==> config.mk <==
export PLATFORM = sky130hd
export DESIGN_NAME = checkerboard_site_reorder_index
export DESIGN_NICKNAME = d
export VERILOG_FILES = /design/src/sv/csri_pkg.sv /design/src/sv/csri_front.sv /design/src/sv/csri_queue.sv /design/src/sv/csri_back.sv /design/src/sv/checkerboard_site_reorder_index.sv
export VERILOG_INCLUDE_DIRS = /design/src /design/src/sv
export SDC_FILE = /design/constraint.sdc
export NUM_CORES = 2
export LEC_CHECK = 0
export BUFFER_PORTS_ARGS = -buffer_cell sky130_fd_sc_hd__buf_2
export CAP_MARGIN = 30
export CORE_UTILIZATION = 30
export DETAILED_ROUTE_END_ITERATION = 8
export PLACE_DENSITY = 0.43
export SLEW_MARGIN = 0
export SYNTH_ARGS = -nofsm -noshare
export SYNTH_HDL_FRONTEND = slang
export SYNTH_SLANG_ARGS = --single-unit
==> constraint.sdc <==
create_clock -name clk -period 25.9 [get_ports clk]
set_clock_uncertainty 0.1 [all_clocks]
set_input_delay 5.18 -clock clk [delete_from_list [all_inputs] [get_ports clk]]
set_output_delay 5.18 -clock clk [all_outputs]
set_load 0.005 [all_outputs]
==> src/sv/checkerboard_site_reorder_index_macros.svh <==
// ----------------------------------------------------------------------------
// checkerboard site reorder index: assertion macros
// shared concurrent assertion forms for the reorder index block
// ----------------------------------------------------------------------------
`ifndef CHECKERBOARD_SITE_REORDER_INDEX_MACROS_SVH
`define CHECKERBOARD_SITE_REORDER_INDEX_MACROS_SVH

// antecedent implies consequent in the same cycle
`define CSRI_ASSERT_IMPL(label, clk, rst, ante, cons, msg) \
  label: assert property (@(posedge clk) disable iff (rst) (ante) |-> (cons)) \
    else $error(msg);

// antecedent implies consequent in the next cycle
`define CSRI_ASSERT_NEXT(label, clk, rst, ante, cons, msg) \
  label: assert property (@(posedge clk) disable iff (rst) (ante) |=> (cons)) \
    else $error(msg);

`endif

==> src/sv/csri_pkg.sv <==
// ----------------------------------------------------------------------------
// csri_pkg
// types and constants shared by the checkerboard site reorder index block
// ----------------------------------------------------------------------------
package csri_pkg;

  localparam int MAX_EXTENT     = 64;
  localparam int MATRIX_ENTRIES = 9;
  localparam int NUM_DIRS       = 4;

  localparam int EXT_W   = $clog2(MAX_EXTENT) + 1;
  localparam int PAIR_W  = 23;
  localparam int DIR_W   = 2;
  localparam int COMP_W  = 4;
  localparam int NAT_W   = 30;
  localparam int CHK_W   = 28;
  localparam int SITE_W  = PAIR_W + 1;
  localparam int VOL_W   = 4 * $clog2(MAX_EXTENT) + 1;
  localparam int DC_W    = $clog2((NUM_DIRS - 1) * MATRIX_ENTRIES + (1 << COMP_W));

  localparam int CFG_INDEX_W = 3;
  localparam logic [CFG_INDEX_W-1:0] REG_EXTENT_X = 3'd0;
  localparam logic [CFG_INDEX_W-1:0] REG_EXTENT_Y = 3'd1;
  localparam logic [CFG_INDEX_W-1:0] REG_EXTENT_Z = 3'd2;
  localparam logic [CFG_INDEX_W-1:0] REG_EXTENT_T = 3'd3;
  localparam logic [EXT_W-1:0] EXT_RESET = 7'd4;

  localparam int BITS_PER_STAGE = 2;
  localparam int DIV_STAGES     = (PAIR_W + BITS_PER_STAGE - 1) / BITS_PER_STAGE;
  localparam int DIV_BITS       = DIV_STAGES * BITS_PER_STAGE;
  // queue write, remainder stages, multiply stage, output register
  localparam int LATENCY        = DIV_STAGES + 3;

  localparam int QUEUE_DEPTH = 2;
  localparam int QPTR_W      = $clog2(QUEUE_DEPTH);
  localparam int QCNT_W      = $clog2(QUEUE_DEPTH + 1);

  typedef struct packed {
    logic [PAIR_W-1:0] pair_index;
    logic [DIR_W-1:0]  direction;
    logic [COMP_W-1:0] component;
  } in_item_t;

  typedef struct packed {
    logic [NAT_W-1:0] natural_even_index;
    logic [NAT_W-1:0] natural_odd_index;
    logic [CHK_W-1:0] checker_even_index;
    logic [CHK_W-1:0] checker_odd_index;
    logic             x_offset_even;
  } out_item_t;

  typedef struct packed {
    logic [EXT_W-1:0] ext_x;
    logic [EXT_W-1:0] ext_y;
    logic [EXT_W-1:0] ext_z;
    logic [EXT_W-1:0] ext_t;
  } cfg_t;

  // classified item as held in the queue
  typedef struct packed {
    logic [PAIR_W-1:0] pair_index;
    logic [DC_W-1:0]   dc;
    logic [COMP_W-1:0] component;
  } work_t;

  // item in flight through the remainder cascade
  typedef struct packed {
    logic [PAIR_W-1:0] pair_index;
    logic [DC_W-1:0]   dc;
    logic [COMP_W-1:0] component;
    logic [EXT_W-1:0]  r1;
    logic [EXT_W-1:0]  r2;
    logic [EXT_W-1:0]  r3;
    logic [EXT_W-1:0]  r4;
  } div_t;

  typedef struct packed {
    logic full;
    logic empty;
  } q_status_t;

endpackage

==> src/sv/csri_front.sv <==
// ----------------------------------------------------------------------------
// csri_front
// accepts items and classifies them into direction/component slot offsets
// ----------------------------------------------------------------------------
module csri_front (
  input  logic                 rst,
  input  logic                 start,
  output logic                 busy,
  input  csri_pkg::in_item_t   item,
  input  csri_pkg::q_status_t  q_status,
  output logic                 push,
  output csri_pkg::work_t      work
);

  logic [csri_pkg::DC_W-1:0] dc;

  assign busy = rst || q_status.full;
  assign push = start && !busy;

  // slot of the (direction, component) block in natural order
  assign dc = csri_pkg::DC_W'(item.direction) * csri_pkg::DC_W'(csri_pkg::MATRIX_ENTRIES)
            + csri_pkg::DC_W'(item.component);

  assign work.pair_index = item.pair_index;
  assign work.dc         = dc;
  assign work.component  = item.component;

endmodule

==> src/sv/csri_queue.sv <==
// ----------------------------------------------------------------------------
// csri_queue
// short register queue between the front and the back
// ----------------------------------------------------------------------------
module csri_queue (
  input  logic                 clk,
  input  logic                 rst,
  input  logic                 push,
  input  csri_pkg::work_t      wdata,
  input  logic                 pop,
  output csri_pkg::work_t      rdata,
  output csri_pkg::q_status_t  status
);

  csri_pkg::work_t               mem [csri_pkg::QUEUE_DEPTH];
  logic [csri_pkg::QPTR_W-1:0]   wr_ptr;
  logic [csri_pkg::QPTR_W-1:0]   rd_ptr;
  logic [csri_pkg::QCNT_W-1:0]   count;

  function automatic logic [csri_pkg::QPTR_W-1:0] ptr_inc(
    input logic [csri_pkg::QPTR_W-1:0] p
  );
    if (p == csri_pkg::QPTR_W'(csri_pkg::QUEUE_DEPTH - 1)) begin
      return '0;
    end
    return p + 1'b1;
  endfunction

  always_ff @(posedge clk) begin
    if (rst) begin
      wr_ptr <= '0;
      rd_ptr <= '0;
      count  <= '0;
    end else begin
      if (push) begin
        wr_ptr <= ptr_inc(wr_ptr);
      end
      if (pop) begin
        rd_ptr <= ptr_inc(rd_ptr);
      end
      unique case ({push, pop})
        2'b10:   count <= count + 1'b1;
        2'b01:   count <= count - 1'b1;
        default: count <= count;
      endcase
    end
  end

  always_ff @(posedge clk) begin
    if (push) begin
      mem[wr_ptr] <= wdata;
    end
  end

  assign rdata        = mem[rd_ptr];
  assign status.full  = (count == csri_pkg::QCNT_W'(csri_pkg::QUEUE_DEPTH));
  assign status.empty = (count == '0);

endmodule

==> src/sv/csri_back.sv <==
// ----------------------------------------------------------------------------
// csri_back
// remainder cascade for the site parity and final index arithmetic
// ----------------------------------------------------------------------------
module csri_back (
  input  logic                 clk,
  input  logic                 rst,
  input  csri_pkg::cfg_t       cfg,
  input  csri_pkg::q_status_t  q_status,
  input  csri_pkg::work_t      work,
  output logic                 pop,
  output logic                 strobe,
  output csri_pkg::out_item_t  result
);

  localparam int EW  = csri_pkg::EXT_W;
  localparam int BPS = csri_pkg::BITS_PER_STAGE;

  csri_pkg::div_t                    stg [csri_pkg::DIV_STAGES];
  logic [csri_pkg::DIV_STAGES-1:0]   vld;
  logic [EW-1:0]                     hx;
  logic [2*EW-1:0]                   vol_xy;
  logic [2*EW-1:0]                   vol_zt;
  logic [4*EW-1:0]                   vol_full;
  logic [csri_pkg::VOL_W-1:0]        vol;
  csri_pkg::div_t                    last;
  logic [csri_pkg::NAT_W-1:0]        prod_c;
  logic [csri_pkg::NAT_W-1:0]        m_prod;
  logic [csri_pkg::SITE_W-1:0]       m_site;
  logic                              m_b;
  logic [csri_pkg::CHK_W-1:0]        m_chk_even;
  logic [csri_pkg::CHK_W-1:0]        m_half_sum;
  logic [csri_pkg::COMP_W-1:0]       m_component;
  logic                              m_valid;

  // one restoring step: shift in a bit, subtract the divisor if it fits
  function automatic logic [EW:0] div_step(
    input logic [EW-1:0] r,
    input logic          b,
    input logic [EW-1:0] dv
  );
    logic [EW-1:0] sh;
    sh = {r[EW-2:0], b};
    if (sh >= dv) begin
      return {1'b1, sh - dv};
    end
    return {1'b0, sh};
  endfunction

  // quotient bits of each divider feed the next one in the same step
  function automatic csri_pkg::div_t stage_step(
    input csri_pkg::div_t   s,
    input logic [BPS-1:0]   bits,
    input logic [EW-1:0]    dx,
    input logic [EW-1:0]    dy,
    input logic [EW-1:0]    dz,
    input logic [EW-1:0]    dt
  );
    csri_pkg::div_t o;
    logic [EW:0]    t;
    o = s;
    for (int i = BPS - 1; i >= 0; i--) begin
      t    = div_step(o.r1, bits[i], dx);
      o.r1 = t[EW-1:0];
      t    = div_step(o.r2, t[EW], dy);
      o.r2 = t[EW-1:0];
      t    = div_step(o.r3, t[EW], dz);
      o.r3 = t[EW-1:0];
      t    = div_step(o.r4, t[EW], dt);
      o.r4 = t[EW-1:0];
    end
    return o;
  endfunction

  assign pop = !q_status.empty;
  assign hx  = {1'b0, cfg.ext_x[EW-1:1]};

  // volume tracks the extents; the user must keep them steady while items are in flight, the block does not enforce it
  assign vol_full = (4*EW)'(vol_xy) * (4*EW)'(vol_zt);
  always_ff @(posedge clk) begin
    vol_xy <= (2*EW)'(cfg.ext_x) * (2*EW)'(cfg.ext_y);
    vol_zt <= (2*EW)'(cfg.ext_z) * (2*EW)'(cfg.ext_t);
    vol    <= vol_full[csri_pkg::VOL_W-1:0];
  end

  for (genvar k = 0; k < csri_pkg::DIV_STAGES; k++) begin : g_div
    csri_pkg::div_t                 s_in;
    csri_pkg::div_t                 s_out;
    logic [csri_pkg::DIV_BITS-1:0]  dvd;
    if (k == 0) begin : g_first
      assign s_in = '{pair_index: work.pair_index, dc: work.dc,
                      component: work.component,
                      r1: '0, r2: '0, r3: '0, r4: '0};
    end else begin : g_rest
      assign s_in = stg[k-1];
    end
    assign dvd   = csri_pkg::DIV_BITS'(s_in.pair_index);
    assign s_out = stage_step(s_in, dvd[csri_pkg::DIV_BITS-1-k*BPS -: BPS],
                              hx, cfg.ext_y, cfg.ext_z, cfg.ext_t);
    always_ff @(posedge clk) begin
      stg[k] <= s_out;
    end
  end

  always_ff @(posedge clk) begin
    if (rst) begin
      vld     <= '0;
      m_valid <= 1'b0;
      strobe  <= 1'b0;
    end else begin
      vld     <= {vld[csri_pkg::DIV_STAGES-2:0], pop};
      m_valid <= vld[csri_pkg::DIV_STAGES-1];
      strobe  <= m_valid;
    end
  end

  assign last   = stg[csri_pkg::DIV_STAGES-1];
  assign prod_c = csri_pkg::NAT_W'(last.dc) * csri_pkg::NAT_W'(vol);

  always_ff @(posedge clk) begin
    m_prod      <= prod_c;
    m_site      <= {last.pair_index, 1'b0};
    // remainders r2..r4 are the y, z and t coordinates
    m_b         <= last.r2[0] ^ last.r3[0] ^ last.r4[0];
    m_chk_even  <= csri_pkg::CHK_W'(last.pair_index)
                 * csri_pkg::CHK_W'(csri_pkg::MATRIX_ENTRIES)
                 + csri_pkg::CHK_W'(last.component);
    m_half_sum  <= csri_pkg::CHK_W'(last.pair_index)
                 + csri_pkg::CHK_W'(vol[csri_pkg::VOL_W-1:1]);
    m_component <= last.component;
  end

  always_ff @(posedge clk) begin
    result.natural_even_index <= m_prod + csri_pkg::NAT_W'(m_site)
                               + csri_pkg::NAT_W'(m_b);
    result.natural_odd_index  <= m_prod + csri_pkg::NAT_W'(m_site)
                               + csri_pkg::NAT_W'(!m_b);
    result.checker_even_index <= m_chk_even;
    result.checker_odd_index  <= m_half_sum * csri_pkg::CHK_W'(csri_pkg::MATRIX_ENTRIES)
                               + csri_pkg::CHK_W'(m_component);
    result.x_offset_even      <= m_b;
  end

endmodule

==> src/sv/checkerboard_site_reorder_index.sv <==
// ----------------------------------------------------------------------------
// checkerboard_site_reorder_index
// address pairs for natural <-> even/odd lattice site reordering
// ----------------------------------------------------------------------------
// usage:
//   item channel: drive start with an item (pair index, direction, component);
//   the item is taken at a clock edge where start is high and busy is low.
//   result channel: each result sits on result for one cycle with strobe high;
//   the receiver cannot hold it off, so results are never delayed.
//   config channel: cfg_valid/cfg_ready with cfg_index and cfg_data writes the
//   extents x, y, z, t (indexes 0..3); other indexes are ignored. write only
//   while no item is in flight.
//   throughput: one item per cycle while busy is low. path: an item passes
//   through the queue, 12 remainder stages (two dividend bits each, through
//   a four-deep divider cascade), one multiply stage and the output register.
//   reset: clears the pipeline and queue and sets every extent to 4; busy is
//   high during reset and otherwise only if the queue fills.
// ----------------------------------------------------------------------------
`include "checkerboard_site_reorder_index_macros.svh"

module checkerboard_site_reorder_index (
  input  logic                                  clk,
  input  logic                                  rst,
  input  logic                                  start,
  output logic                                  busy,
  input  csri_pkg::in_item_t                    item,
  output logic                                  strobe,
  output csri_pkg::out_item_t                   result,
  input  logic                                  cfg_valid,
  output logic                                  cfg_ready,
  input  logic [csri_pkg::CFG_INDEX_W-1:0]      cfg_index,
  input  logic [csri_pkg::EXT_W-1:0]            cfg_data
);

  localparam int EW = csri_pkg::EXT_W;

  csri_pkg::cfg_t       cfg;
  csri_pkg::q_status_t  q_status;
  csri_pkg::work_t      f_work;
  csri_pkg::work_t      q_work;
  logic                 push;
  logic                 pop;

  function automatic logic [EW-1:0] clamp_ext(input logic [EW-1:0] v);
    if (v == '0) begin
      return EW'(1);
    end
    if (v > EW'(csri_pkg::MAX_EXTENT)) begin
      return EW'(csri_pkg::MAX_EXTENT);
    end
    return v;
  endfunction

  // x extent in use is even and at least two
  function automatic logic [EW-1:0] clamp_ext_x(input logic [EW-1:0] v);
    logic [EW-1:0] c;
    c = clamp_ext(v) & ~EW'(1);
    if (c < EW'(2)) begin
      c = EW'(2);
    end
    return c;
  endfunction

  assign cfg_ready = 1'b1;

  // extents are stored already clamped
  always_ff @(posedge clk) begin
    if (rst) begin
      cfg.ext_x <= csri_pkg::EXT_RESET;
      cfg.ext_y <= csri_pkg::EXT_RESET;
      cfg.ext_z <= csri_pkg::EXT_RESET;
      cfg.ext_t <= csri_pkg::EXT_RESET;
    end else if (cfg_valid && cfg_ready) begin
      unique case (cfg_index)
        csri_pkg::REG_EXTENT_X: cfg.ext_x <= clamp_ext_x(cfg_data);
        csri_pkg::REG_EXTENT_Y: cfg.ext_y <= clamp_ext(cfg_data);
        csri_pkg::REG_EXTENT_Z: cfg.ext_z <= clamp_ext(cfg_data);
        csri_pkg::REG_EXTENT_T: cfg.ext_t <= clamp_ext(cfg_data);
        default: ;
      endcase
    end
  end

  csri_front u_front (
    .rst      (rst),
    .start    (start),
    .busy     (busy),
    .item     (item),
    .q_status (q_status),
    .push     (push),
    .work     (f_work)
  );

  csri_queue u_queue (
    .clk    (clk),
    .rst    (rst),
    .push   (push),
    .wdata  (f_work),
    .pop    (pop),
    .rdata  (q_work),
    .status (q_status)
  );

  csri_back u_back (
    .clk      (clk),
    .rst      (rst),
    .cfg      (cfg),
    .q_status (q_status),
    .work     (q_work),
    .pop      (pop),
    .strobe   (strobe),
    .result   (result)
  );

  // every result traces back to an item accepted earlier
  `CSRI_ASSERT_IMPL(a_result_latency, clk, rst, strobe, $past(push, csri_pkg::LATENCY), "result without matching item")
  // the back drains the queue in the cycle after each accept
  `CSRI_ASSERT_NEXT(a_pop_after_push, clk, rst, push, pop, "queued item not taken by back")
  // even and odd sites are neighbours in natural order
  `CSRI_ASSERT_IMPL(a_site_adjacent, clk, rst, strobe, (result.x_offset_even ? (result.natural_even_index == result.natural_odd_index + 1'b1) : (result.natural_odd_index == result.natural_even_index + 1'b1)), "even and odd natural indices not adjacent")

endmodule

Word level (Yosys, flattened, before mapping)
Memory sizes are Yosys's and may differ from the RTL's. A register that Yosys moved wholly into a read port is not among the register bits.
Index checks and enable logic that the tools add are counted.
- $mul: 7
- reduce and logical (&&, ||, !) cells: 13
- bitwise logic cells: 2
- order comparisons: 98
- muxes and demuxes: 347
- equality and inequality tests: 6
- $add $sub $neg: 107
- operators by type and width (kind ; number):
    $mux 8 ; 144
    $ge 7x7->1 ; 69
    $sub 7x7->7 ; 58
    $mux 7 ; 38
    $ge 7x6->1 ; 23
    $sub 7x6->7 ; 23
    $mux 6 ; 24
    $mux 1 ; 140
    $sub 6x6->6 ; 11
    $add 30x1->30 ; 2
    $add 30x24->30 ; 1
    $mul 6x25->30 ; 1
    $add 27x4->28 ; 1
    $add 28x4->28 ; 1
    $mul 28x4->28 const B ; 1
    $mul 7x7->14 ; 2
    $mul 23x4->27 const B ; 1
    $add 23x24->25 ; 1
    $mul 14x14->25 ; 1
    $ge 1x7->1 ; 3
    $sub 1x7->7 ; 2
    $reduce_and 2->1 ; 4
    $gt 7x7->1 const B ; 1
    $logic_not 7->1 ; 1
    other kinds (21) ; 27
- memories: 2
- flip-flop bits (word level): 330
- RAM bits: 798
- input port bits: 43
- memories (memory ; words ; width ; read ports ; clocked after Yosys merged registers in ; write ports ; line ; text):
    u_back.stg ; 12 ; 61 ; 12 ; 0 ; 12 ; csri_back.sv:19 ; csri_pkg::div_t stg [csri_pkg::DIV_STAGES];
    u_queue.mem ; 2 ; 33 ; 1 ; 1 ; 1 ; csri_queue.sv:15 ; csri_pkg::work_t mem [csri_pkg::QUEUE_DEPTH];

Depth between registers and ports, before layout
- depth after elaboration: 16
- gate-level depth with buffers: 50

Cells and area by module
A second synthesis with hierarchy kept.
- cell total of the unflattened synthesis: 6903
- area, all modules: 69395.3 um^2
- by module, submodules not included (module ; area an instance (um^2) ; cells an instance ; instances):
    csri_back ; 65352.7 ; 6615 ; 1
    csri_queue ; 2578.7 ; 125 ; 1
    checkerboard_site_reorder_index ; 1079.8 ; 114 ; 1
    csri_front ; 384.1 ; 49 ; 1

Worst setup path after synthesis
Ideal clock, no wire load.
- kind: input port to output port
- from: in rst
- to: out busy
- required time: 20.620 ns
- buffers on the path: 0
- cell stages on the path: 2
- setup slack: 15.217 ns
- arrival time: 5.403 ns
- cells stage by stage: a21oi_1 > inv_1
- cells in the longest elaborated chain, start to end: 1
- RTL lines (what ; line ; text):
    start, declared ; checkerboard_site_reorder_index.sv:23 ; input logic rst,
    $logic_or 1x1->1 ; csri_front.sv:17 ; assign busy = rst || q_status.full;
    end, declared ; checkerboard_site_reorder_index.sv:25 ; output logic busy,
Every way passes these cells.

Worst setup path in the final report
Ends and elaborated chain as after synthesis.

==> impl_metrics.tcl <==
set metrics [dict create \
    dieArea_um2 228000 \
    synth_area_leaders "dfxtp_1 (28%), ha_1 (19%), fa_1 (10%)" \
    synth_compound_area_share_pct 12.2 \
    drtPass1Iterations 7 \
    n_fill_cell 22600 \
    seq_area_um2 21100 \
    finalCriticalPeriod_ns 11.28 \
    power.leakage_nw 34.8 \
    grt_overflow 0 \
    syn_avg_cell_area_um2 10.2 \
    drtIter0Drc 1554 \
    crit_path_end_kind "primary output" \
    gp_congestion 0.807 \
    multi_input_area_um2 43900 \
    tightest_slew_ns 1.01 \
    maxCapViolCount 0 \
    async_flop_share_pct 0 \
    num_rows 174 \
    start_util_pct 30.2 \
    ys_ff_latch 1021 \
    min_path_type "flip-flop to flip-flop" \
    cts_root_buf "clkbuf_16" \
    nets 8222 \
    fp.coreArea_um2 225000 \
    rsz0062_at_grt "no" \
    hold_viol_final 0 \
    synthSimpleGateAreaFrac_pct 9.61 \
    cp.arrival_ns 6.00 \
    postRouteAntennaNets 0 \
    cts_tree "built" \
    synth_top_area_share_pct 28.2 \
    routed_via_density 4.55 \
    synth-seq-area-share_pct 31.1 \
    setup_viol_count_final 0 \
    slew_headroom_pct 32.4 \
    cts_num_sinks 1021 \
    fp.dieH_um 477 \
    drive_above_1_share_pct 12.8 \
    synth_fa_ha_area_share_pct 29.2 \
    period_share_pct 43.6 \
    dieWidth_um 477 \
    switchingPower_w 0.00407 \
    start_kind "input port" \
    synth_xor_area_share_pct 6.03 \
    syn_area_um2 67800 \
    postSynthCellCount 6624 \
    areaGrowthSynthToFinish_pct 12.5 \
    syn_nets 8037 \
    clkPwrFrac_pct 17.2 \
    drc_errors 0 \
    vias 45100 \
    ys.flop_type "dfxtp_1" \
    postCtsSetupBuffers 0 \
    seq_power_share_pct 23.7 \
    antenna_found_initial 13 \
    drv_slew 0 \
    peakVddDrop_v 0.0000584 \
    portBuffers 160 \
    synthMuxAreaShare_pct 7.64 \
    worst-setup-path-type "input port to primary output" \
    synth-edff-count 66 \
    worst_r2r_path_depth 41 \
    intPower_w 0.00626 \
    swShare_pct 39.4 \
    synth_top_family_by_area "adder cells" \
    ys_warn_count 0 \
    fmax_mhz 88.6 \
    clk_pin_slew_worst_paths_ns 0.06 \
    cts_hold_buffers 0 \
    numCtsBuffers 121 \
    p_comb_share_pct 59.1 \
    yosysTopAreaCell "dfxtp_1" \
    avgRoutedWirePerCell_um 15.4 \
    wl_um 153000 \
    grt_max_degree 48 \
    hold_depth 0 \
    io_pins 163 \
    track_usage_pct 13.5 \
    worstSkewPairLatency_ns 0.77 \
    setup-tns-final_ns 0 \
    post-dp-hpwl_um 117000 \
    power_density_nw_per_um2 135 \
    cts-resized-gates 0 \
    required_ns 20.62 \
    htreeDepth 3 \
    crit_fanout 47 \
    ys_types 93 \
    status "complete, no violations" \
    fin_total_pwr_w 0.0103 \
    grt_first_pass_wirelength_um 250000 \
    clk_path_buf_depth 3 \
    first_global_vias 46900 \
]
==> metal layers <==
metal | global-route usage, % | wire length, µm | vias to the layer above
met5 | 0 | 65 | -
met4 | 3.64 | 3470 | 10
li1 | - | - | 23200
met2 | 23.0 | 71000 | 403
met3 | 1.82 | 4060 | 198
met1 | 17.7 | 73900 | 21300
==> worst max-delay path: stages <==
cell and delay (ns):
buf_2 0.08, buf_4 0.41, a21oi_1 0.15, inv_1 0.08, buf_2 0.10
==> logic make-up (layout without fill, tap and decap cells) <==
kind of cell / Yosys count / count (layout)
buffers and inverters: 703 / 991
muxes: 456 / 456
adders and majority gates: 1370 / 1370
xor gates and xnor gates: 467 / 467
and+or+nand+nor: 1397 / 1397
other: 2 / 6
DFF: 1021 / 1021
AOI/OAI and AO/OA: 1208 / 1208
==> area by class of cell <==
cell class / count / area share (%)
Antenna cell: 4 / 0.0131
Clock buffer: 158 / 4.46
Clock inverter: 68 / 1.10
Inverter: 556 / 2.74
Multi-Input combinational cell: 4900 / 57.5
Sequential cell: 1021 / 27.7
Tap cell: 2992 / 4.91
Timing Repair Buffer: 209 / 1.63
==> cells in the mapped netlist (20+ instances only) <==
cell type and instances:
ha_1 1019, dfxtp_1 955, nand2_1 578, inv_1 523
a21o_1 368, fa_1 351, nor2_1 316, mux2_2 286
xnor2_1 281, a21oi_1 265, xor2_1 186, o21ai_0 142
and2_1 131, mux2i_1 94, o21ai_1 87, nor2b_1 77
clkbuf_1 72, edfxtp_1 66, nand2b_1 63, nand4_1 62
mux2_4 43, and3_1 42, a21boi_1 41, o21a_1 40
buf_4 38, o21bai_1 38, a211o_1 35, inv_2 33
mux2_1 33, a31oi_1 32, nand3_1 30, buf_2 27
nor3_1 25, a21oi_4 20
==> power groups by stage <==
| stage | sequential, W | combinational, W | clock, W |
|---|---|---|---|
| after floorplan | 0.00237 | 0.00500 | 0 |
| after global placement | 0.00250 | 0.00608 | 0 |
| after detailed placement | 0.00249 | 0.00613 | 0 |
| after CTS | 0.00246 | 0.00620 | 0.00185 |
| after global routing | 0.00251 | 0.00692 | 0.00191 |
| final | 0.00245 | 0.00611 | 0.00177 |
==> placed cells by master (no fill, tap or decap), types with 38 or more instances in the layout <==
cell type	n
a21boi_1	41
a21o_1	368
a21oi_1	265
and2_1	131
and3_1	41
buf_2	160
buf_4	45
clkbuf_16	125
dfxtp_1	952
edfxtp_1	66
fa_1	351
ha_1	1019
inv_1	514
inv_2	39
mux2_2	286
mux2_4	43
mux2i_1	94
nand2_1	578
nand2b_1	63
nand4_1	62
nor2_1	315
nor2b_1	77
o21a_1	40
o21ai_0	142
o21ai_1	87
o21bai_1	38
xnor2_1	281
xor2_1	186
==> metrics by stage <==
stage | hold WS (ns) | cells | cell area [µm²] | worst slack, ns | util (%)
after detailed placement | 0.212 | 9677 | 72000 | 14.55 | 32.1
after floorplan | 0.210 | 6624 | 67800 | 15.22 | -
after global placement | 0.210 | 9674 | 71900 | 14.50 | 32.0
after CTS | 0.195 | 9903 | 76300 | 14.55 | 33.9
after global routing | 0.198 | 9905 | 76300 | 14.51 | 34.0
final | 0.203 | 9908 | 76300 | 14.62 | 34.0
==> state kept, by name (all words and copies together) (netlist names), named ones only <==
register,cells
u_back.stg,663
u_back.result,86
u_queue.mem,66
u_back.m_prod,29
cfg,27
u_back.m_chk_even,27
u_back.m_half_sum,25
u_back.vol,24
u_back.m_site,23
u_back.vol_zt,14
u_back.vol_xy,13
u_back.vld,12
u_back.m_component,4
u_queue.count,2
u_back.m_b,1
u_back.m_valid,1
u_back.strobe,1
u_queue.rd_ptr,1
u_queue.wr_ptr,1
==> path summary, 6_finish.rpt <==
check                                           to         startpoint  slack [ns]
worst max-delay path                          busy                rst       14.62
worst min-delay path            u_back.stg[1][119]  u_back.stg[1][58]        0.20
worst max register to register  u_back.stg[2][125]            cfg[24]       15.62
worst min register to register  u_back.stg[1][119]  u_back.stg[1][58]        0.20
Note: power is estimated with default switching activity, not from simulation.
